==> config.mk <==
export PLATFORM = sky130hd
export DESIGN_NAME = cds_dp
export DESIGN_NICKNAME = d
export VERILOG_FILES = /design/src/sv/cds_pkg.sv /design/src/sv/cds_dp.sv
export VERILOG_INCLUDE_DIRS = /design/src /design/src/sv
export SDC_FILE = /design/constraint.sdc
export NUM_CORES = 1
export LEC_CHECK = 0
export ABC_AREA = 1
export BUFFER_PORTS_ARGS = -buffer_cell sky130_fd_sc_hd__buf_2
export CORE_ASPECT_RATIO = 1.4
export CORE_UTILIZATION = 60
export DETAILED_ROUTE_END_ITERATION = 12
export PLACE_DENSITY = 0.79
export SLEW_MARGIN = 20
export SYNTH_ARGS = -nofsm -noshare
export SYNTH_HDL_FRONTEND = slang
export SYNTH_SLANG_ARGS = --single-unit
==> constraint.sdc <==
create_clock -name clk_i -period 11.9 [get_ports clk_i]
set_clock_uncertainty 0.1 [all_clocks]
set_input_delay 2.975 -clock clk_i [delete_from_list [all_inputs] [get_ports clk_i]]
set_output_delay 2.975 -clock clk_i [all_outputs]
set_load 0.005 [all_outputs]
==> src/sv/assert_macros.svh <==
// Assertion macros shared by the calendar date stepper modules.
// Expects clk_i and rst_ni in the scope of each use.
`ifndef ASSERT_MACROS_SVH
`define ASSERT_MACROS_SVH

// Invariant checked at every clock edge outside reset.
`define CDS_ASSERT(lbl, expr, msg) \
  lbl: assert property (@(posedge clk_i) disable iff (!rst_ni) (expr)) else $error(msg);

// Same-cycle implication.
`define CDS_ASSERT_IMP(lbl, ante, cons, msg) \
  lbl: assert property (@(posedge clk_i) disable iff (!rst_ni) (ante) |-> (cons)) \
    else $error(msg);

// Next-cycle implication.
`define CDS_ASSERT_NXT(lbl, ante, cons, msg) \
  lbl: assert property (@(posedge clk_i) disable iff (!rst_ni) (ante) |=> (cons)) \
    else $error(msg);

`endif

==> src/sv/cds_pkg.sv <==
// Package for the calendar date stepper: constants, codes, types and
// calendar helper functions. No dependencies.
`default_nettype none

package cds_pkg;

  localparam int unsigned FIRST_YEAR  = 1900;
  localparam int unsigned COUNT_WIDTH = 12;

  localparam int unsigned YEAR_W  = 12;
  localparam int unsigned MONTH_W = 4;
  localparam int unsigned DAY_W   = 5;
  localparam int unsigned DAYS_W  = 20;
  localparam int unsigned WEEK_W  = 3;
  localparam int unsigned CNT_IN_W = 12;

  localparam logic [YEAR_W-1:0]  YEAR_FIRST   = YEAR_W'(FIRST_YEAR);
  localparam logic [YEAR_W-1:0]  YEAR_LAST    = {YEAR_W{1'b1}};
  localparam logic [MONTH_W-1:0] MONTH_JAN    = MONTH_W'(1);
  localparam logic [MONTH_W-1:0] MONTH_DEC    = MONTH_W'(12);
  localparam logic [DAY_W-1:0]   DAY_FIRST    = DAY_W'(1);
  localparam logic [DAY_W-1:0]   DAY_DEC_LAST = DAY_W'(31);
  localparam logic [DAYS_W-1:0]  DAYS_PER_YEAR = DAYS_W'(365);
  localparam logic [WEEK_W-1:0]  WEEK_MONDAY  = WEEK_W'(1);
  localparam logic [WEEK_W-1:0]  WEEK_LAST    = WEEK_W'(6);

  localparam logic [1:0] M4_INIT   = 2'(FIRST_YEAR % 4);
  localparam logic [6:0] M100_INIT = 7'(FIRST_YEAR % 100);
  localparam logic [8:0] M400_INIT = 9'(FIRST_YEAR % 400);

  typedef enum logic [1:0] {
    MODE_LOAD = 2'd0,
    MODE_UP   = 2'd1,
    MODE_DOWN = 2'd2,
    MODE_NONE = 2'd3
  } mode_e;

  typedef enum logic [1:0] {
    ST_OK        = 2'd0,
    ST_BAD_LOAD  = 2'd1,
    ST_SATURATED = 2'd2
  } status_e;

  typedef enum logic [2:0] {
    S_IDLE,
    S_DECODE,
    S_YEARS,
    S_MONTHS,
    S_CHECK,
    S_STEP,
    S_DONE
  } state_e;

  // Year position inside the 4, 100 and 400 year leap cycles.
  typedef struct packed {
    logic [1:0] m4;
    logic [6:0] m100;
    logic [8:0] m400;
  } ypos_t;

  typedef struct packed {
    logic capture;
    logic year_step;
    logic month_step;
    logic commit;
    logic reject;
    logic step;
    logic saturate;
    logic publish;
  } cds_cmd_t;

  typedef struct packed {
    mode_e mode;
    logic  range_ok;
    logic  year_done;
    logic  month_done;
    logic  day_ok;
    logic  count_zero;
    logic  at_end;
  } cds_sts_t;

  localparam ypos_t YPOS_INIT = '{m4: M4_INIT, m100: M100_INIT, m400: M400_INIT};

  function automatic logic ypos_leap(input ypos_t p);
    return ((p.m4 == 2'd0) && (p.m100 != 7'd0)) || (p.m400 == 9'd0);
  endfunction

  function automatic ypos_t ypos_next(input ypos_t p);
    ypos_t r;
    r.m4   = p.m4 + 2'd1;
    r.m100 = (p.m100 == 7'd99)  ? 7'd0 : p.m100 + 7'd1;
    r.m400 = (p.m400 == 9'd399) ? 9'd0 : p.m400 + 9'd1;
    return r;
  endfunction

  function automatic ypos_t ypos_prev(input ypos_t p);
    ypos_t r;
    r.m4   = p.m4 - 2'd1;
    r.m100 = (p.m100 == 7'd0) ? 7'd99  : p.m100 - 7'd1;
    r.m400 = (p.m400 == 9'd0) ? 9'd399 : p.m400 - 9'd1;
    return r;
  endfunction

  function automatic logic [DAY_W-1:0] month_len(input logic [MONTH_W-1:0] m,
                                                 input logic leap);
    logic [DAY_W-1:0] r;
    unique case (m)
      4'd4, 4'd6, 4'd9, 4'd11: r = DAY_W'(30);
      4'd2:                    r = leap ? DAY_W'(29) : DAY_W'(28);
      default:                 r = DAY_W'(31);
    endcase
    return r;
  endfunction

  function automatic logic [WEEK_W-1:0] add_mod7(input logic [WEEK_W-1:0] a,
                                                 input logic [WEEK_W-1:0] b);
    logic [WEEK_W:0] s;
    s = {1'b0, a} + {1'b0, b};
    if (s >= 4'd7) s = s - 4'd7;
    return s[WEEK_W-1:0];
  endfunction

  function automatic logic [WEEK_W-1:0] mod7_day(input logic [DAY_W-1:0] v);
    logic [DAY_W-1:0] r;
    r = v;
    for (int i = 0; i < 4; i++) begin
      if (r >= DAY_W'(7)) r = r - DAY_W'(7);
    end
    return r[WEEK_W-1:0];
  endfunction

endpackage

`default_nettype wire

==> src/sv/cds_dp.sv <==
// Datapath of the calendar date stepper: date state, load walk registers,
// single-day step logic and the response register. Depends on cds_pkg.
`default_nettype none
`include "assert_macros.svh"

module cds_dp
  import cds_pkg::*;
(
  input  wire logic                clk_i,
  input  wire logic                rst_ni,
  input  wire cds_cmd_t            cmd_i,
  output      cds_sts_t            sts_o,
  input  wire logic [1:0]          mode_i,
  input  wire logic [MONTH_W-1:0]  load_month_i,
  input  wire logic [DAY_W-1:0]    load_day_i,
  input  wire logic [YEAR_W-1:0]   load_year_i,
  input  wire logic [CNT_IN_W-1:0] step_count_i,
  output      logic [MONTH_W-1:0]  month_o,
  output      logic [DAY_W-1:0]    day_o,
  output      logic [YEAR_W-1:0]   year_o,
  output      logic [WEEK_W-1:0]   weekday_o,
  output      logic [DAYS_W-1:0]   day_count_o,
  output      logic [1:0]          status_o
);

  mode_e                  mode_q;
  logic [MONTH_W-1:0]     lm_q;
  logic [DAY_W-1:0]       ld_q;
  logic [YEAR_W-1:0]      ly_q;
  logic [COUNT_WIDTH-1:0] cnt_q, cnt_d;

  logic [DAY_W-1:0]   cur_day_q, cur_day_d;
  logic [MONTH_W-1:0] cur_month_q, cur_month_d;
  logic [YEAR_W-1:0]  cur_year_q, cur_year_d;
  ypos_t              cur_ypos_q, cur_ypos_d;
  logic [DAYS_W-1:0]  elapsed_q, elapsed_d;
  logic [WEEK_W-1:0]  week_q, week_d;
  status_e            status_q, status_d;

  logic [YEAR_W-1:0]  w_year_q, w_year_d;
  ypos_t              w_ypos_q, w_ypos_d;
  logic [MONTH_W-1:0] w_month_q, w_month_d;
  logic [DAYS_W-1:0]  w_total_q, w_total_d;
  logic [WEEK_W-1:0]  w_week_q, w_week_d;

  logic               leap_w, leap_cur;
  logic [DAY_W-1:0]   w_dim, load_dim, cur_dim, prev_dim;
  logic [DAY_W-1:0]   ld_m1;
  logic               at_end_up, at_end_dn;

  assign leap_w   = ypos_leap(w_ypos_q);
  assign leap_cur = ypos_leap(cur_ypos_q);
  assign w_dim    = month_len(w_month_q, leap_w);
  assign load_dim = month_len(lm_q, leap_w);
  assign cur_dim  = month_len(cur_month_q, leap_cur);
  assign prev_dim = month_len(cur_month_q - MONTH_W'(1), leap_cur);
  assign ld_m1    = ld_q - DAY_W'(1);

  assign at_end_up = (cur_year_q == YEAR_LAST) && (cur_month_q == MONTH_DEC) &&
                     (cur_day_q == DAY_DEC_LAST);
  assign at_end_dn = (cur_year_q <= YEAR_FIRST) && (cur_month_q == MONTH_JAN) &&
                     (cur_day_q == DAY_FIRST);

  always_comb begin
    sts_o.mode       = mode_q;
    sts_o.range_ok   = (lm_q >= MONTH_JAN) && (lm_q <= MONTH_DEC) && (ly_q >= YEAR_FIRST);
    sts_o.year_done  = (w_year_q == ly_q);
    sts_o.month_done = (w_month_q == lm_q);
    sts_o.day_ok     = (ld_q != '0) && (ld_q <= load_dim);
    sts_o.count_zero = (cnt_q == '0);
    sts_o.at_end     = (mode_q == MODE_DOWN) ? at_end_dn : at_end_up;
  end

  // Load walk: years first, then months of the target year.
  always_comb begin
    w_year_d  = w_year_q;
    w_ypos_d  = w_ypos_q;
    w_month_d = w_month_q;
    w_total_d = w_total_q;
    w_week_d  = w_week_q;
    if (cmd_i.capture) begin
      w_year_d  = YEAR_FIRST;
      w_ypos_d  = YPOS_INIT;
      w_month_d = MONTH_JAN;
      w_total_d = '0;
      w_week_d  = WEEK_MONDAY;
    end else if (cmd_i.year_step) begin
      w_year_d  = w_year_q + YEAR_W'(1);
      w_ypos_d  = ypos_next(w_ypos_q);
      w_total_d = w_total_q + DAYS_PER_YEAR + DAYS_W'(leap_w);
      w_week_d  = add_mod7(w_week_q, leap_w ? WEEK_W'(2) : WEEK_W'(1));
    end else if (cmd_i.month_step) begin
      w_month_d = w_month_q + MONTH_W'(1);
      w_total_d = w_total_q + DAYS_W'(w_dim);
      w_week_d  = add_mod7(w_week_q, WEEK_W'(w_dim - DAY_W'(28)));
    end
  end

  // Date state, status and step count: capture, commit a load or move one day.
  always_comb begin
    cur_day_d   = cur_day_q;
    cur_month_d = cur_month_q;
    cur_year_d  = cur_year_q;
    cur_ypos_d  = cur_ypos_q;
    elapsed_d   = elapsed_q;
    week_d      = week_q;
    status_d    = status_q;
    cnt_d       = cnt_q;
    if (cmd_i.capture) begin
      status_d = ST_OK;
      cnt_d    = step_count_i[COUNT_WIDTH-1:0];
    end
    if (cmd_i.reject)   status_d = ST_BAD_LOAD;
    if (cmd_i.saturate) status_d = ST_SATURATED;
    if (cmd_i.commit) begin
      cur_day_d   = ld_q;
      cur_month_d = lm_q;
      cur_year_d  = ly_q;
      cur_ypos_d  = w_ypos_q;
      elapsed_d   = w_total_q + DAYS_W'(ld_m1);
      week_d      = add_mod7(w_week_q, mod7_day(ld_m1));
    end else if (cmd_i.step) begin
      cnt_d = cnt_q - COUNT_WIDTH'(1);
      if (mode_q == MODE_DOWN) begin
        elapsed_d = elapsed_q - DAYS_W'(1);
        week_d    = (week_q == '0) ? WEEK_LAST : week_q - WEEK_W'(1);
        if (cur_day_q > DAY_FIRST) begin
          cur_day_d = cur_day_q - DAY_W'(1);
        end else if (cur_month_q > MONTH_JAN) begin
          cur_month_d = cur_month_q - MONTH_W'(1);
          cur_day_d   = prev_dim;
        end else begin
          cur_month_d = MONTH_DEC;
          cur_day_d   = DAY_DEC_LAST;
          cur_year_d  = cur_year_q - YEAR_W'(1);
          cur_ypos_d  = ypos_prev(cur_ypos_q);
        end
      end else begin
        elapsed_d = elapsed_q + DAYS_W'(1);
        week_d    = (week_q == WEEK_LAST) ? '0 : week_q + WEEK_W'(1);
        if (cur_day_q < cur_dim) begin
          cur_day_d = cur_day_q + DAY_W'(1);
        end else if (cur_month_q < MONTH_DEC) begin
          cur_day_d   = DAY_FIRST;
          cur_month_d = cur_month_q + MONTH_W'(1);
        end else begin
          cur_day_d   = DAY_FIRST;
          cur_month_d = MONTH_JAN;
          cur_year_d  = cur_year_q + YEAR_W'(1);
          cur_ypos_d  = ypos_next(cur_ypos_q);
        end
      end
    end
  end

  always_ff @(posedge clk_i or negedge rst_ni) begin
    if (!rst_ni) begin
      cur_day_q   <= DAY_FIRST;
      cur_month_q <= MONTH_JAN;
      cur_year_q  <= YEAR_FIRST;
      cur_ypos_q  <= YPOS_INIT;
      elapsed_q   <= '0;
      week_q      <= WEEK_MONDAY;
    end else begin
      cur_day_q   <= cur_day_d;
      cur_month_q <= cur_month_d;
      cur_year_q  <= cur_year_d;
      cur_ypos_q  <= cur_ypos_d;
      elapsed_q   <= elapsed_d;
      week_q      <= week_d;
    end
  end

  always_ff @(posedge clk_i) begin
    if (cmd_i.capture) begin
      mode_q <= mode_e'(mode_i);
      lm_q   <= load_month_i;
      ld_q   <= load_day_i;
      ly_q   <= load_year_i;
    end
    cnt_q     <= cnt_d;
    status_q  <= status_d;
    w_year_q  <= w_year_d;
    w_ypos_q  <= w_ypos_d;
    w_month_q <= w_month_d;
    w_total_q <= w_total_d;
    w_week_q  <= w_week_d;
    if (cmd_i.publish) begin
      month_o     <= cur_month_q;
      day_o       <= cur_day_q;
      year_o      <= cur_year_q;
      weekday_o   <= week_q;
      day_count_o <= elapsed_q;
      status_o    <= status_q;
    end
  end

  `CDS_ASSERT(a_month_range, (cur_month_q >= MONTH_JAN) && (cur_month_q <= MONTH_DEC), "month out of range")
  `CDS_ASSERT(a_day_range, (cur_day_q >= DAY_FIRST) && (cur_day_q <= cur_dim), "day out of range")
  `CDS_ASSERT(a_leap_track, cur_ypos_q.m4 == cur_year_q[1:0], "leap cycle position out of step")

endmodule

`default_nettype wire

==> summary.md <==
| Metric | Value |
|---|---|
| Commonest non-fill, non-tap cells in the layout | `280 x nand2_1, 196 x inv_1, 151 x o21ai_0` |
| Slew @ Worst Pin | `1050 ps` |
| Synth Area in Adders | `9.42%` |
| CTS Buf Count | `22` |
| Antenna-violating nets left | `0` |
| First-pass GRT wire length | `50.5 mm` |
| Synth Area in XOR/XNOR | `4.11%` |
| Layout cells sized above 1 | `12.3%` |
| Drt wl/cell | `15.3 µm` |
| Vias per cell | `5.80` |
| LEAKAGE | `6.32 nW` |
| Clock sink count | `202` |
| Hold slack | `348 ps` |
| Setup_tns | `0 ps` |
| # diodes | `0` |
| Setup violators final | `0` |
| CTS tree | `yes` |
| Period utilisation layout | `49.9%` |
| Main combinational cell family by area after synthesis | `simple AND/OR/NAND/NOR gates` |
| Most common cell after layout, fill and taps aside | `nand2_1` |
| Final #Nets | `1840` |
| Via count | `11.4k` |
| RePlAce Congestion | `0.906` |
| Largest buffer count on any clock path | `3` |
| Final Critical Period | `5940 ps` |
| CP Max Fanout | `9` |
| Largest net degree at the start of global routing | `63` |
| Fillers | `1750` |
| RSZ-0062 raised after global routing | `false` |
| Mapped cell area | `12800 µm²` |
| Post-CTS sizing | `0` |
| Failing checks | `design-rule violations` |
| HP Class | `reg -> reg` |
| Layout overhead on the synthesized area | `11.4%` |
| PD cells | `195 nW/µm²` |
| CP max stage cell | `edfxtp_1` |
| Max-Cap Viols | `0` |
| Post-CTS setup repair buffer count | `0` |
| Number of global-route vias before repair | `10.9k` |
| Crit path capture type | `flop` |
| Synthesized flop and latch total | `202` |
| H-tree Lvls | `1` |
| I/O Buffers | `98` |
| Leading area contributor after synthesis | `edfxtp_1` |
| Worst Path Required | `12130 ps` |
| Yosys top cell area share | `16.2%` |
| Slew HR | `29.8%` |
| Starting Density | `61.7%` |
| Final HPWL DP | `22.0 mm` |
| Total GRT Usage | `28.0%` |
| Multi-input gate area | `6750 µm²` |
| Die Y-Extent | `175 µm` |
| CP most frequent cell | `ha_1` |
| Synth warn | `0` |
| Die span in x | `125 µm` |
| DR pass1 iterations | `10` |
| Hold buffers post-CTS | `0` |
| Top-Level Pins | `99` |
| Compound-Gate Fraction of Synth Area | `18.6%` |
| Worst path arrival time | `6170 ps` |
| Dominant synthesized flop cell | `dfxtp_1` |
| Post-layout util | `68.7%` |
| Max incr delay on CP | `510 ps` |
| Syn Area/Cell | `7.93 µm²` |
| Part of the Yosys area used for sequential elements | `39.6%` |
| Fmax | `168 MHz` |
| Register area | `5060 µm²` |
| Routed WL | `30.3 mm` |
| Post-synth EDFFs | `69` |
| Proportion of synthesized area in mux cells | `0%` |
| Slew Viols, Final | `0` |
| Hold Fails Final Rpt | `0` |
| Full die area | `21900 µm²` |
| IR drop worst, VDD | `0.000165 V` |
| Initial antenna violation count | `0` |
| Async SR Flop Fraction | `30.7%` |
| Core outline area | `20700 µm²` |
| Status | `finished with violations` |
| Post-Syn Nets | `1748` |
| DR DRC count | `6` |
| Finished Cell Area | `14200 µm²` |
| Site Rows | `62` |
| Overall power | `2.77 mW` |
| Area contributors post-synth | `edfxtp_1 16%, dfxtp_1 11%, dfrtp_1 9.4%` |
| Initial DRC Count | `909` |
| Clk Latency, worst-skew pair | `520 ps` |
| Placed cell area | `13500 µm²` |
| Post-synth cell types | `61` |
| Worst-path clk slew | `70 ps` |
| Simple-gate share of the synthesized area | `20.7%` |
| Crit path launch type | `flop` |
| Critical path class | `reg -> reg` |
| Gr ovfl total | `0` |
| Root buf cell | `clkbuf_16` |
| Cells after Synth | `1611` |
## area by class of cell
| class | count | area share (%) |
|---|---|---|
| Clock buffer | 32 | 4.71 |
| Multi-Input combinational cell | 1163 | 47.4 |
| Sequential cell | 202 | 35.6 |
| Clock inverter | 8 | 0.616 |
| Inverter | 206 | 5.45 |
| Tap cell | 256 | 2.25 |
| Timing Repair Buffer | 108 | 3.97 |
## cell usage after synthesis, drive strengths merged, types with 4 or more instances
cell type	count
nand2	287
inv	202
o21ai	165
nor2	148
a21oi	136
ha	85
nand3	82
dfxtp	71
edfxtp	69
dfrtp	48
xor2	43
nor3	39
clkbuf	30
o211ai	27
nand4	19
xnor2	17
a31oi	15
o22ai	15
dfstp	14
buf	10
o221ai	9
or2	9
a22oi	7
fa	7
nor4	7
o31ai	6
a32oi	5
a221oi	4
clkinv	4
nor3b	4
o21bai	4
## critical path, delay by kind of cell (launching register included)
family          cells  cell delay (ps)
simple gates       17             1890
fa+ha+maj           7             1810
compound gates      5              950
flops               1              510
buf+inv             5              460
## report_power, final
part	switching (mW)	leakage, nW	total (mW)	internal (mW)
registers	0.145	2.01	1.03	0.883
clock network	0.283	0.371	0.699	0.416
logic	0.637	3.94	1.04	0.407
## kinds of logic after synthesis
kind of cell	Yosys count
buffers and inverters	246
adder cells (fa/ha/maj)	92
XOR/XNOR	60
flip-flops	202
AO/OA/AOI/OAI	412
AND/OR/NAND/NOR	599
## worst paths after layout
path | start | endpoint | slack [ps] | depth (start not counted)
setup / recovery | ld_q[0] | week_q[1] | 5960 | 34
hold / removal | status_q[1] | status_o[1] | 350 | 0
setup reg to reg | ld_q[0] | week_q[1] | 5960 | 34
hold reg to reg | status_q[1] | status_o[1] | 350 | 0
max in group asynchronous | rst_ni | elapsed_q[16] | 8600 | 2
min in group asynchronous | rst_ni | cur_ypos_q[11] | 2500 | 2
## stage by stage
| stage | worst slack (ps) | std cells |
|---|---|---|
| floorplan | 6720 | 1611 |
| global placement | 5620 | 1935 |
| detailed placement | 5530 | 1935 |
| CTS | 6040 | 1975 |
| global route | 5400 | 1975 |
| finish | 5960 | 1975 |
## sequential cells by signal, summed over array words and instances (netlist names), 12 cells and up
register     flops
elapsed_q       20
ly_q            12
year_o          12
day_count_o     20
w_year_q        12
cnt_q           12
cur_year_q      12
w_total_q       20
w_ypos_q        18
cur_ypos_q      18
## per-layer routing
layer / wire [µm] / vias to the layer above / global-route usage [%] / share of wire, %
met4: 776 / 0 / 9.71 / 2.6
met5: 0 / - / 0 / 0
met1: 12900 / 5331 / 35.6 / 43
met3: 1810 / 63 / 3.37 / 6.0
li1: - / 5696 / - / -
met2: 14800 / 357 / 49.0 / 49
Power figures use the tool's default switching activity.
