## config.mk

```make
export PLATFORM = sky130hd
export DESIGN_NAME = cds_ctrl
export DESIGN_NICKNAME = d
export VERILOG_FILES = /design/src/sv/cds_pkg.sv /design/src/sv/cds_ctrl.sv
export VERILOG_INCLUDE_DIRS = /design/src /design/src/sv
export SDC_FILE = /design/constraint.sdc
export NUM_CORES = 1
export LEC_CHECK = 0
export BUFFER_PORTS_ARGS = -buffer_cell sky130_fd_sc_hd__buf_2
export CELL_PAD_IN_SITES_DETAIL_PLACEMENT = 1
export CELL_PAD_IN_SITES_GLOBAL_PLACEMENT = 1
export CORE_MARGIN = 2
export CORE_UTILIZATION = 27
export DETAILED_ROUTE_END_ITERATION = 6
export PLACE_DENSITY_LB_ADDON = 0.1
export SKIP_CTS_REPAIR_TIMING = 1
export SYNTH_ARGS = -nofsm -noshare
export SYNTH_HDL_FRONTEND = slang
export SYNTH_SLANG_ARGS = --single-unit
```

## constraint.sdc

```tcl
create_clock -name clk_i -period 1 [get_ports clk_i]
set_input_delay 0 -clock clk_i [delete_from_list [all_inputs] [get_ports clk_i]]
set_output_delay 0 -clock clk_i [all_outputs]
set_load 0.01 [all_outputs]
```

## src/sv/assert_macros.svh

```systemverilog
// Assertion macros shared by the calendar date stepper modules.
// Expects clk_i and rst_ni in the scope of each use.
`ifndef ASSERT_MACROS_SVH
`define ASSERT_MACROS_SVH

// Invariant checked at every clock edge outside reset.
`define CDS_ASSERT(lbl, expr, msg) \
  lbl: assert property (@(posedge clk_i) disable iff (!rst_ni) (expr)) else $error(msg);

// Same-cycle implication.
`define CDS_ASSERT_IMP(lbl, ante, cons, msg) \
  lbl: assert property (@(posedge clk_i) disable iff (!rst_ni) (ante) |-> (cons)) \
    else $error(msg);

// Next-cycle implication.
`define CDS_ASSERT_NXT(lbl, ante, cons, msg) \
  lbl: assert property (@(posedge clk_i) disable iff (!rst_ni) (ante) |=> (cons)) \
    else $error(msg);

`endif

```

## src/sv/cds_pkg.sv

```systemverilog
// Package for the calendar date stepper: constants, codes, types and
// calendar helper functions. No dependencies.
`default_nettype none

package cds_pkg;

  localparam int unsigned FIRST_YEAR  = 1900;
  localparam int unsigned COUNT_WIDTH = 12;

  localparam int unsigned YEAR_W  = 12;
  localparam int unsigned MONTH_W = 4;
  localparam int unsigned DAY_W   = 5;
  localparam int unsigned DAYS_W  = 20;
  localparam int unsigned WEEK_W  = 3;
  localparam int unsigned CNT_IN_W = 12;

  localparam logic [YEAR_W-1:0]  YEAR_FIRST   = YEAR_W'(FIRST_YEAR);
  localparam logic [YEAR_W-1:0]  YEAR_LAST    = {YEAR_W{1'b1}};
  localparam logic [MONTH_W-1:0] MONTH_JAN    = MONTH_W'(1);
  localparam logic [MONTH_W-1:0] MONTH_DEC    = MONTH_W'(12);
  localparam logic [DAY_W-1:0]   DAY_FIRST    = DAY_W'(1);
  localparam logic [DAY_W-1:0]   DAY_DEC_LAST = DAY_W'(31);
  localparam logic [DAYS_W-1:0]  DAYS_PER_YEAR = DAYS_W'(365);
  localparam logic [WEEK_W-1:0]  WEEK_MONDAY  = WEEK_W'(1);
  localparam logic [WEEK_W-1:0]  WEEK_LAST    = WEEK_W'(6);

  localparam logic [1:0] M4_INIT   = 2'(FIRST_YEAR % 4);
  localparam logic [6:0] M100_INIT = 7'(FIRST_YEAR % 100);
  localparam logic [8:0] M400_INIT = 9'(FIRST_YEAR % 400);

  typedef enum logic [1:0] {
    MODE_LOAD = 2'd0,
    MODE_UP   = 2'd1,
    MODE_DOWN = 2'd2,
    MODE_NONE = 2'd3
  } mode_e;

  typedef enum logic [1:0] {
    ST_OK        = 2'd0,
    ST_BAD_LOAD  = 2'd1,
    ST_SATURATED = 2'd2
  } status_e;

  typedef enum logic [2:0] {
    S_IDLE,
    S_DECODE,
    S_YEARS,
    S_MONTHS,
    S_CHECK,
    S_STEP,
    S_DONE
  } state_e;

  // Year position inside the 4, 100 and 400 year leap cycles.
  typedef struct packed {
    logic [1:0] m4;
    logic [6:0] m100;
    logic [8:0] m400;
  } ypos_t;

  typedef struct packed {
    logic capture;
    logic year_step;
    logic month_step;
    logic commit;
    logic reject;
    logic step;
    logic saturate;
    logic publish;
  } cds_cmd_t;

  typedef struct packed {
    mode_e mode;
    logic  range_ok;
    logic  year_done;
    logic  month_done;
    logic  day_ok;
    logic  count_zero;
    logic  at_end;
  } cds_sts_t;

  localparam ypos_t YPOS_INIT = '{m4: M4_INIT, m100: M100_INIT, m400: M400_INIT};

  function automatic logic ypos_leap(input ypos_t p);
    return ((p.m4 == 2'd0) && (p.m100 != 7'd0)) || (p.m400 == 9'd0);
  endfunction

  function automatic ypos_t ypos_next(input ypos_t p);
    ypos_t r;
    r.m4   = p.m4 + 2'd1;
    r.m100 = (p.m100 == 7'd99)  ? 7'd0 : p.m100 + 7'd1;
    r.m400 = (p.m400 == 9'd399) ? 9'd0 : p.m400 + 9'd1;
    return r;
  endfunction

  function automatic ypos_t ypos_prev(input ypos_t p);
    ypos_t r;
    r.m4   = p.m4 - 2'd1;
    r.m100 = (p.m100 == 7'd0) ? 7'd99  : p.m100 - 7'd1;
    r.m400 = (p.m400 == 9'd0) ? 9'd399 : p.m400 - 9'd1;
    return r;
  endfunction

  function automatic logic [DAY_W-1:0] month_len(input logic [MONTH_W-1:0] m,
                                                 input logic leap);
    logic [DAY_W-1:0] r;
    unique case (m)
      4'd4, 4'd6, 4'd9, 4'd11: r = DAY_W'(30);
      4'd2:                    r = leap ? DAY_W'(29) : DAY_W'(28);
      default:                 r = DAY_W'(31);
    endcase
    return r;
  endfunction

  function automatic logic [WEEK_W-1:0] add_mod7(input logic [WEEK_W-1:0] a,
                                                 input logic [WEEK_W-1:0] b);
    logic [WEEK_W:0] s;
    s = {1'b0, a} + {1'b0, b};
    if (s >= 4'd7) s = s - 4'd7;
    return s[WEEK_W-1:0];
  endfunction

  function automatic logic [WEEK_W-1:0] mod7_day(input logic [DAY_W-1:0] v);
    logic [DAY_W-1:0] r;
    r = v;
    for (int i = 0; i < 4; i++) begin
      if (r >= DAY_W'(7)) r = r - DAY_W'(7);
    end
    return r[WEEK_W-1:0];
  endfunction

endpackage

`default_nettype wire

```

## src/sv/cds_ctrl.sv

```systemverilog
// Controller of the calendar date stepper: sequences decode, load walk,
// day stepping and the response handshake. Depends on cds_pkg.
`default_nettype none
`include "assert_macros.svh"

module cds_ctrl
  import cds_pkg::*;
(
  input  wire logic     clk_i,
  input  wire logic     rst_ni,
  input  wire logic     req_valid_i,
  output      logic     req_ready_o,
  output      logic     rsp_valid_o,
  input  wire logic     rsp_ready_i,
  input  wire cds_sts_t sts_i,
  output      cds_cmd_t cmd_o
);

  state_e state_q, state_d;
  logic   out_valid_q, out_valid_d;
  logic   slot_free;

  assign slot_free   = !out_valid_q || rsp_ready_i;
  assign rsp_valid_o = out_valid_q;

  always_comb begin
    state_d = state_q;
    unique case (state_q)
      S_IDLE:   if (req_valid_i) state_d = S_DECODE;
      S_DECODE: begin
        unique case (sts_i.mode)
          MODE_LOAD: state_d = sts_i.range_ok ? S_YEARS : S_DONE;
          MODE_UP, MODE_DOWN: state_d = S_STEP;
          default: state_d = S_DONE;
        endcase
      end
      S_YEARS:  if (sts_i.year_done) state_d = S_MONTHS;
      S_MONTHS: if (sts_i.month_done) state_d = S_CHECK;
      S_CHECK:  state_d = S_DONE;
      S_STEP:   if (sts_i.count_zero || sts_i.at_end) state_d = S_DONE;
      S_DONE:   if (slot_free) state_d = S_IDLE;
      default:  state_d = S_IDLE;
    endcase
  end

  always_comb begin
    cmd_o       = '0;
    req_ready_o = (state_q == S_IDLE);
    cmd_o.capture    = (state_q == S_IDLE) && req_valid_i;
    cmd_o.year_step  = (state_q == S_YEARS) && !sts_i.year_done;
    cmd_o.month_step = (state_q == S_MONTHS) && !sts_i.month_done;
    cmd_o.commit     = (state_q == S_CHECK) && sts_i.day_ok;
    cmd_o.reject     = ((state_q == S_CHECK) && !sts_i.day_ok) ||
                       ((state_q == S_DECODE) && (sts_i.mode == MODE_LOAD) &&
                        !sts_i.range_ok);
    cmd_o.step       = (state_q == S_STEP) && !sts_i.count_zero && !sts_i.at_end;
    cmd_o.saturate   = (state_q == S_STEP) && !sts_i.count_zero && sts_i.at_end;
    cmd_o.publish    = (state_q == S_DONE) && slot_free;
  end

  always_comb begin
    priority if (cmd_o.publish) out_valid_d = 1'b1;
    else if (rsp_ready_i)       out_valid_d = 1'b0;
    else                        out_valid_d = out_valid_q;
  end

  always_ff @(posedge clk_i or negedge rst_ni) begin
    if (!rst_ni) begin
      state_q     <= S_IDLE;
      out_valid_q <= 1'b0;
    end else begin
      state_q     <= state_d;
      out_valid_q <= out_valid_d;
    end
  end

  `CDS_ASSERT_NXT(a_capture_decode, cmd_o.capture, state_q == S_DECODE, "request not decoded")
  `CDS_ASSERT_IMP(a_publish_free, cmd_o.publish, !out_valid_q || rsp_ready_i, "response overwritten")
  `CDS_ASSERT_IMP(a_walk_is_load, (state_q == S_YEARS) || (state_q == S_MONTHS), sts_i.mode == MODE_LOAD, "walk outside load")

endmodule

`default_nettype wire

```

==> qor.yml, run 1 <==
placed_design:
  portBuffers: 21
  dpl.hpwl_um: 942
  place_congestion: 0.683
  place_area_um2: 626
global_route:
  grt_pass1_wl_mm: 1.90
  grt_max_degree: 13
  grt_usage_pct: 13.2
  antenna_found_initial: 0
  grt_remaining_overflow: 0
  grt_pass1_vias: 449
sta:
  period_share_pct: 127
  final_hold_viol_count: 0
  setup_viol: 12
  fin_skew_ps: 1.82
  worst_slew_pin_slew_ps: 309
  fin_ws_ps: -270
  period_needed_ps: 1270
  rsz0062_at_grt: "yes"
  drv_slew: 0
  hold_slack_ps: 76.5
  fmax_mhz: 788
  max_slew_margin_pct: 79.1
critical_path:
  path_cells: "buf_4, nor4_2, buf_2"
  critical_path.max_stage_delay_ps: 470
  worstSetupEndpointType: "primary output"
  crit_arrival_ps: 1270
  reg2reg_slack_ps: -200
  timing.rr.end: "state_q[0]$_DFFE_PN0P_"
  cpMaxStageDelayCell: "dfrtp_2"
  worst-path-buf-inv: 2
  cp-start-kind: "register"
  rr_startpoint: "state_q[0]$_DFFE_PN0P_"
  r2r_cells: 4
  worstPathRequired_ps: 1000
  cpLargestDelayFamily: "flip-flops"
  crit_fanout: 6
  worst-setup-path-type: "register to primary output"
clock_tree:
  tritoncts: "built"
  clkLatencyLatePin_ps: 230
  htreeDepth: 1
  numCtsBuffers: 3
  cts_root_buf: "clkbuf_4"
  clk_pin_slew_ps: 40
  cts_buffer_depth: 2
  cts.sink_count: 4
detailed_routing:
  first_iter_violations: 3
  vias: 494
  wl_mm: 1.21
  wire_per_inst_um: 12.0
  ant_nets: 0
  vias_per_cell: 4.89
  drcViolationCount: 0
  dr.pass1.iters: 4
status:
  status: "complete, but fails checks"
  failed_checks: "negative setup slack"
die:
  core_area_um2: 1520
  rows: 14
  die_area_um2: 1970
  die_w_um: 44.4
  initial_core_util_pct: 28.9
  ios: 22
  die_y_um: 44.4
cells_and_area:
  diodes: 0
  fillCellCount: 186
  fin_area_um2: 742
  areaGrowthSynthToFinish_pct: 68.5
  final_core_util_pct: 48.7
  nNetsFinal: 101
  final_layout_size_suffix_gt1_share_pct: 67.1
synth:
  syn_nets: 61
  netlist_area_um2: 440
  syn_avg_cell_area_um2: 9.37
  syn_inst: 47
  synthDistinctLibCells: 30
  yosys_warnings: 0
  ys_seq_area_share_pct: 22.7
  synth-seq-cells: 4
power_and_ir_drop:
  p_switching_w: 0.000768
  switching_share_pct: 40.4
  design_power_total_w: 0.00190
  ir_drop_mv: 1.03
  pwr-share-clk_pct: 10.3
  internal_power_w: 0.00113
  powerDensity_nw_per_um2: 2560
  leakage_nw: 0.370
  p_seq_share_pct: 19.4
  p_comb_share_pct: 70.3
hold_path:
  holdCritStartpoint: "sts_i[4]"
  min_delay_path_depth: 3
  worstHoldEndpoint: "state_q[0]$_DFFE_PN0P_"
  hold_class: "primary input to register"
run:
  drv_cap: 0
-- cells in the final DEF, fill, tap and decap left out, types with 2 or more instances in the layout --
cell / netlist / final
buf_6: 0 / 4
nor4b_2: 2 / 2
buf_4: 5 / 14
ha_1: 2 / 2
nor3b_1: 3 / 2
o31ai_2: 1 / 2
dfrtp_2: 0 / 2
nand3_1: 2 / 2
dfrtp_1: 4 / 2
nor2_1: 2 / 2
inv_1: 3 / 3
inv_2: 2 / 2
clkbuf_4: 0 / 3
buf_2: 0 / 21
-- power groups by stage --
stage | sequential, W | combinational [W] | clock, W
2_1_floorplan | 0.000288 | 0.000752 | 0
3_3_place_gp | 0.000368 | 0.00105 | 0
3_5_place_dp | 0.000371 | 0.00105 | 0
4_1_cts | 0.000373 | 0.00106 | 0.000207
5_1_grt | 0.000387 | 0.00146 | 0.000220
6_report | 0.000369 | 0.00134 | 0.000195
-- through the flow --
stage / instances / setup WS, ps / setup TNS [ps]
after floorplan: 47 / -73.9 / -73.9
after global placement: 92 / -126 / -836
after detailed placement: 92 / -126 / -770
after CTS: 95 / -374 / -3170
after global routing: 101 / -353 / -3210
final: 101 / -270 / -2260
-- worst max path at each step --
stage	start	to	slack, ps	depth (start not counted)
2_1_floorplan	state_q[1]$_DFFE_PN0P_	state_q[1]$_DFFE_PN0P_	-70	3
3_3_place_gp	state_q[2]$_DFFE_PN0P_	state_q[1]$_DFFE_PN0P_	-130	3
3_5_place_dp	state_q[0]$_DFFE_PN0P_	state_q[1]$_DFFE_PN0P_	-130	3
4_1_cts	state_q[2]$_DFFE_PN0P_	cmd_o[2]	-370	3
5_1_grt	state_q[1]$_DFFE_PN0P_	cmd_o[2]	-350	3
6_report	state_q[2]$_DFFE_PN0P_	cmd_o[6]	-270	3
-- layer usage --
layer  GRT usage, %  vias up  wire (µm)
met5              0        -          0
met1           17.0      222        553
met4           7.27        0          0
met2           21.5       19        586
met3           1.63        0         73
li1               -      253          -
-- worst reg2reg max path, delay by kind of cell (launching register included) --
family | cells | cell delay [ps]
compound gates | 1 | 270
buf+inv | 2 | 260
flops | 1 | 450
mux | 1 | 100
-- state kept, by name, summed over array words and instances, names as in the netlist --
signal,flops
state_q,3
rsp_valid_o,1
-- cell usage after synthesis, drive strengths merged --
master,instances,share of area [%]
a31oi,1,1.4
inv,5,4.3
dfrtp,4,23
nor4,1,2.8
and2b,1,1.7
buf,5,8.5
nand4,1,1.4
o21ai,1,1.1
mux2i,1,2.3
nor2,2,1.7
o31ai,2,4.5
nor2b,1,1.4
o211ai,1,1.7
nor3,2,3.4
nor4b,4,14
o21a,1,1.7
a211oi,1,2.8
nor3b,3,5.1
nand2,1,0.85
nand2b,2,2.8
o311ai,2,4.0
nand3,2,2.3
and2,1,1.4
ha,2,5.7
-- logic make-up after synthesis --
kind of cell             after synthesis  synth area share (%)
AND/OR/NAND/NOR                       21                  39.2
buffers and inverters                 10                  12.8
AO/OA/AOI/OAI                          9                  17.3
flip-flops                             4                  22.7
adder cells (fa/ha/maj)                2                  5.68
multiplexers                           1                  2.27
-- layout make-up --
class	instances	area [µm²]	share of cell area [%]
timing repair buffer	40	265	35.8
sequential	4	103	13.8
tap	16	20.0	2.70
inverter	5	18.8	2.53
multi-input combinational	33	313	42.2
clock buffer	3	22.5	3.04
(Power assumes the default switching activity.)
==> run 2, diff against run 1 <==
clock period = 1.1 ns   (was 1 ns; I/O delays follow)
==> run 2 against run 1 <==
Effect of this change:
- the flow still finishes with violations (negative setup slack)
- via count grew 1.0%
- setup slack gained 88 ps
- power shrank 9.5%
- wire length grew 7.5%
- core utilization shrank 0.99 points
- hold slack lost 4.3 ps
- clock-buffer cell count is the same
==> qor.yml, run 2 (synthesis gave the netlist of run 1 again) <==
status:
  status: "complete, but fails checks"  # unchanged
  failed_checks: "negative setup slack"  # unchanged
sta:
  period_share_pct: 117
  rsz0062_at_grt: "yes"  # unchanged
  fin_skew_ps: 3.11  # was 1.82 ps
  drv_slew: 0  # unchanged
  period_needed_ps: 1280
  fmax_mhz: 780
  worst_slew_pin_slew_ps: 365  # was 309 ps
  setup-tns-final_ps: -1400  # was -2260 ps
  setup_viol: 12  # unchanged
  final_hold_viol_count: 0  # unchanged
  hold_slack_ps: 72.2  # was 76.5 ps
  fin_ws_ps: -182  # was -270 ps
  max_slew_margin_pct: 75.3  # was 79.1%
power_and_ir_drop:
  ir_drop_mv: 0.868  # was 1.03 mV
  leakage_nw: 0.354  # was 0.370 nW
  design_power_total_w: 0.00172  # was 0.00190 W
  powerDensity_nw_per_um2: 2370  # was 2560 nW/µm²
global_route:
  antenna_found_initial: 0  # unchanged
  grt_max_degree: 15  # was 13
  grt_pass1_wl_mm: 1.92  # was 1.90 mm
  grt_usage_pct: 13.6  # was 13.2%
  grt_pass1_vias: 452  # was 449
  grt_remaining_overflow: 0  # unchanged
clock_tree:
  cts.sink_count: 4  # unchanged
  cts_root_buf: "clkbuf_4"  # unchanged
  cts_buffer_depth: 2  # unchanged
  clkLatencyLatePin_ps: 240  # was 230 ps
  tritoncts: "built"  # unchanged
  htreeDepth: 1  # unchanged
  numCtsBuffers: 3  # unchanged
  clk_pin_slew_ps: 40  # about the same
detailed_routing:
  drcViolationCount: 0  # unchanged
  first_iter_violations: 2  # was 3
  wire_per_inst_um: 13.4  # was 12.0 µm
  wl_mm: 1.30  # was 1.21 mm
  vias: 499  # was 494
  vias_per_cell: 5.14  # was 4.89
  ant_nets: 0  # unchanged
  dr.pass1.iters: 4  # unchanged
critical_path:
  worstPathRequired_ps: 1100  # was 1000 ps
  path_cells: "nand2b_4, nor4b_4, buf_2"  # was buf_4, nor4_2, buf_2
  cpMaxStageDelayCell: "dfrtp_1"  # was dfrtp_2
  worstSetupEndpointType: "primary output"  # unchanged
  worst-path-buf-inv: 1  # was 2
  critical_path.max_stage_delay_ps: 410  # was 470 ps
  cpLargestDelayFamily: "simple AND/OR/NAND/NOR gates"  # was flip-flops
  crit_fanout: 4  # was 6
  worst-setup-path-type: "register to primary output"  # unchanged
  cp-start-kind: "register"  # unchanged
  crit_arrival_ps: 1280  # was 1270 ps
die:
  die_area_um2: 1970  # unchanged
  initial_core_util_pct: 28.9  # unchanged
  core_area_um2: 1520  # unchanged
  die_y_um: 44.4  # unchanged
  die_w_um: 44.4  # unchanged
  rows: 14  # unchanged
  ios: 22  # unchanged
cells_and_area:
  final_layout_size_suffix_gt1_share_pct: 64.2  # was 67.1%
  largest_reg_flops: 3  # unchanged
  areaGrowthSynthToFinish_pct: 65.1  # was 68.5%
  final_cell_mix: "buf_2, buf_4, inv_1, clkbuf_4, buf_6"  # was buf_2, buf_4, buf_6
  nNetsFinal: 97  # was 101
  final_common_cell: "buf_2"  # unchanged
  instances_no_fill: 97  # was 101
  diodes: 0  # unchanged
  fillCellCount: 190  # was 186
  fin_area_um2: 727  # was 742 µm²
  top_register: "state_q"  # unchanged
run:
  drv_cap: 0  # unchanged
hold_path:
  hold_class: "primary input to register"  # unchanged
placed_design:
  place_congestion: 0.683  # about the same
  dpl.hpwl_um: 887  # was 942 µm
  place_inst: 84  # was 92
  portBuffers: 21  # unchanged
  place_area_um2: 578  # was 626 µm²
[run 2: changes by cell type in the layout (fill, tap and decap cells not counted), sizes merged]
cell  before  now
buf       39   35
[run 2: layout make-up]
type,instances,area [µm²],share of cell area [%]
Tap cell,16,20.0,2.75
Timing Repair Buffer,36,241,33.2
Multi-Input combinational cell,33,317,43.5
Sequential cell,4,103,14.1
Clock buffer,3,22.5,3.10
Inverter,5,23.8,3.27
[run 2: final timing paths]
check / from / end / slack, ps / cells past startpoint
min in group asynchronous: rst_ni / rsp_valid_o$_DFFE_PN0P_ / 100 / 2
worst min register to register: rsp_valid_o$_DFFE_PN0P_ / rsp_valid_o$_DFFE_PN0P_ / 520 / 2
worst max register to register: state_q[0]$_DFFE_PN0P_ / state_q[0]$_DFFE_PN0P_ / -140 / 4
max in group asynchronous: rst_ni / state_q[0]$_DFFE_PN0P_ / 860 / 2
worst min-delay path: rsp_ready_i / rsp_valid_o$_DFFE_PN0P_ / 70 / 3
worst max-delay path: state_q[1]$_DFFE_PN0P_ / cmd_o[2] / -180 / 3
[run 2: metal layers]
metal  vias to the layer above  GRT usage [%]  wire length, µm  part of all wire, %
met2                        18           22.1              665                   51
met3                         2          0.408               66                  5.1
met1                       238           16.7              551                   42
met4                         0           10.9               21                  1.6
met5                         -              0                0                    0
li1                        241              -                -                    -
[run 2: per-stage QoR]
stage | setup slack (ps) | utilization (%)
global route | -254 | 47.7
global placement | -65.0 | 37.9
floorplan | 26.1 | -
CTS | -295 | 39.4
finish | -182 | 47.7
detailed placement | -69.5 | 37.9
[run 2: power by group]
| group | internal (W) | switching (W) |
|---|---|---|
| combinational | 0.000645 | 0.000553 |
| sequential | 0.000226 | 0.000105 |
| clock | 0.000123 | 0.0000674 |
[run 2: worst min-delay path: stages]
cell and delay, ps:
buf_2 70, nand2b_1 120, o31ai_1 80
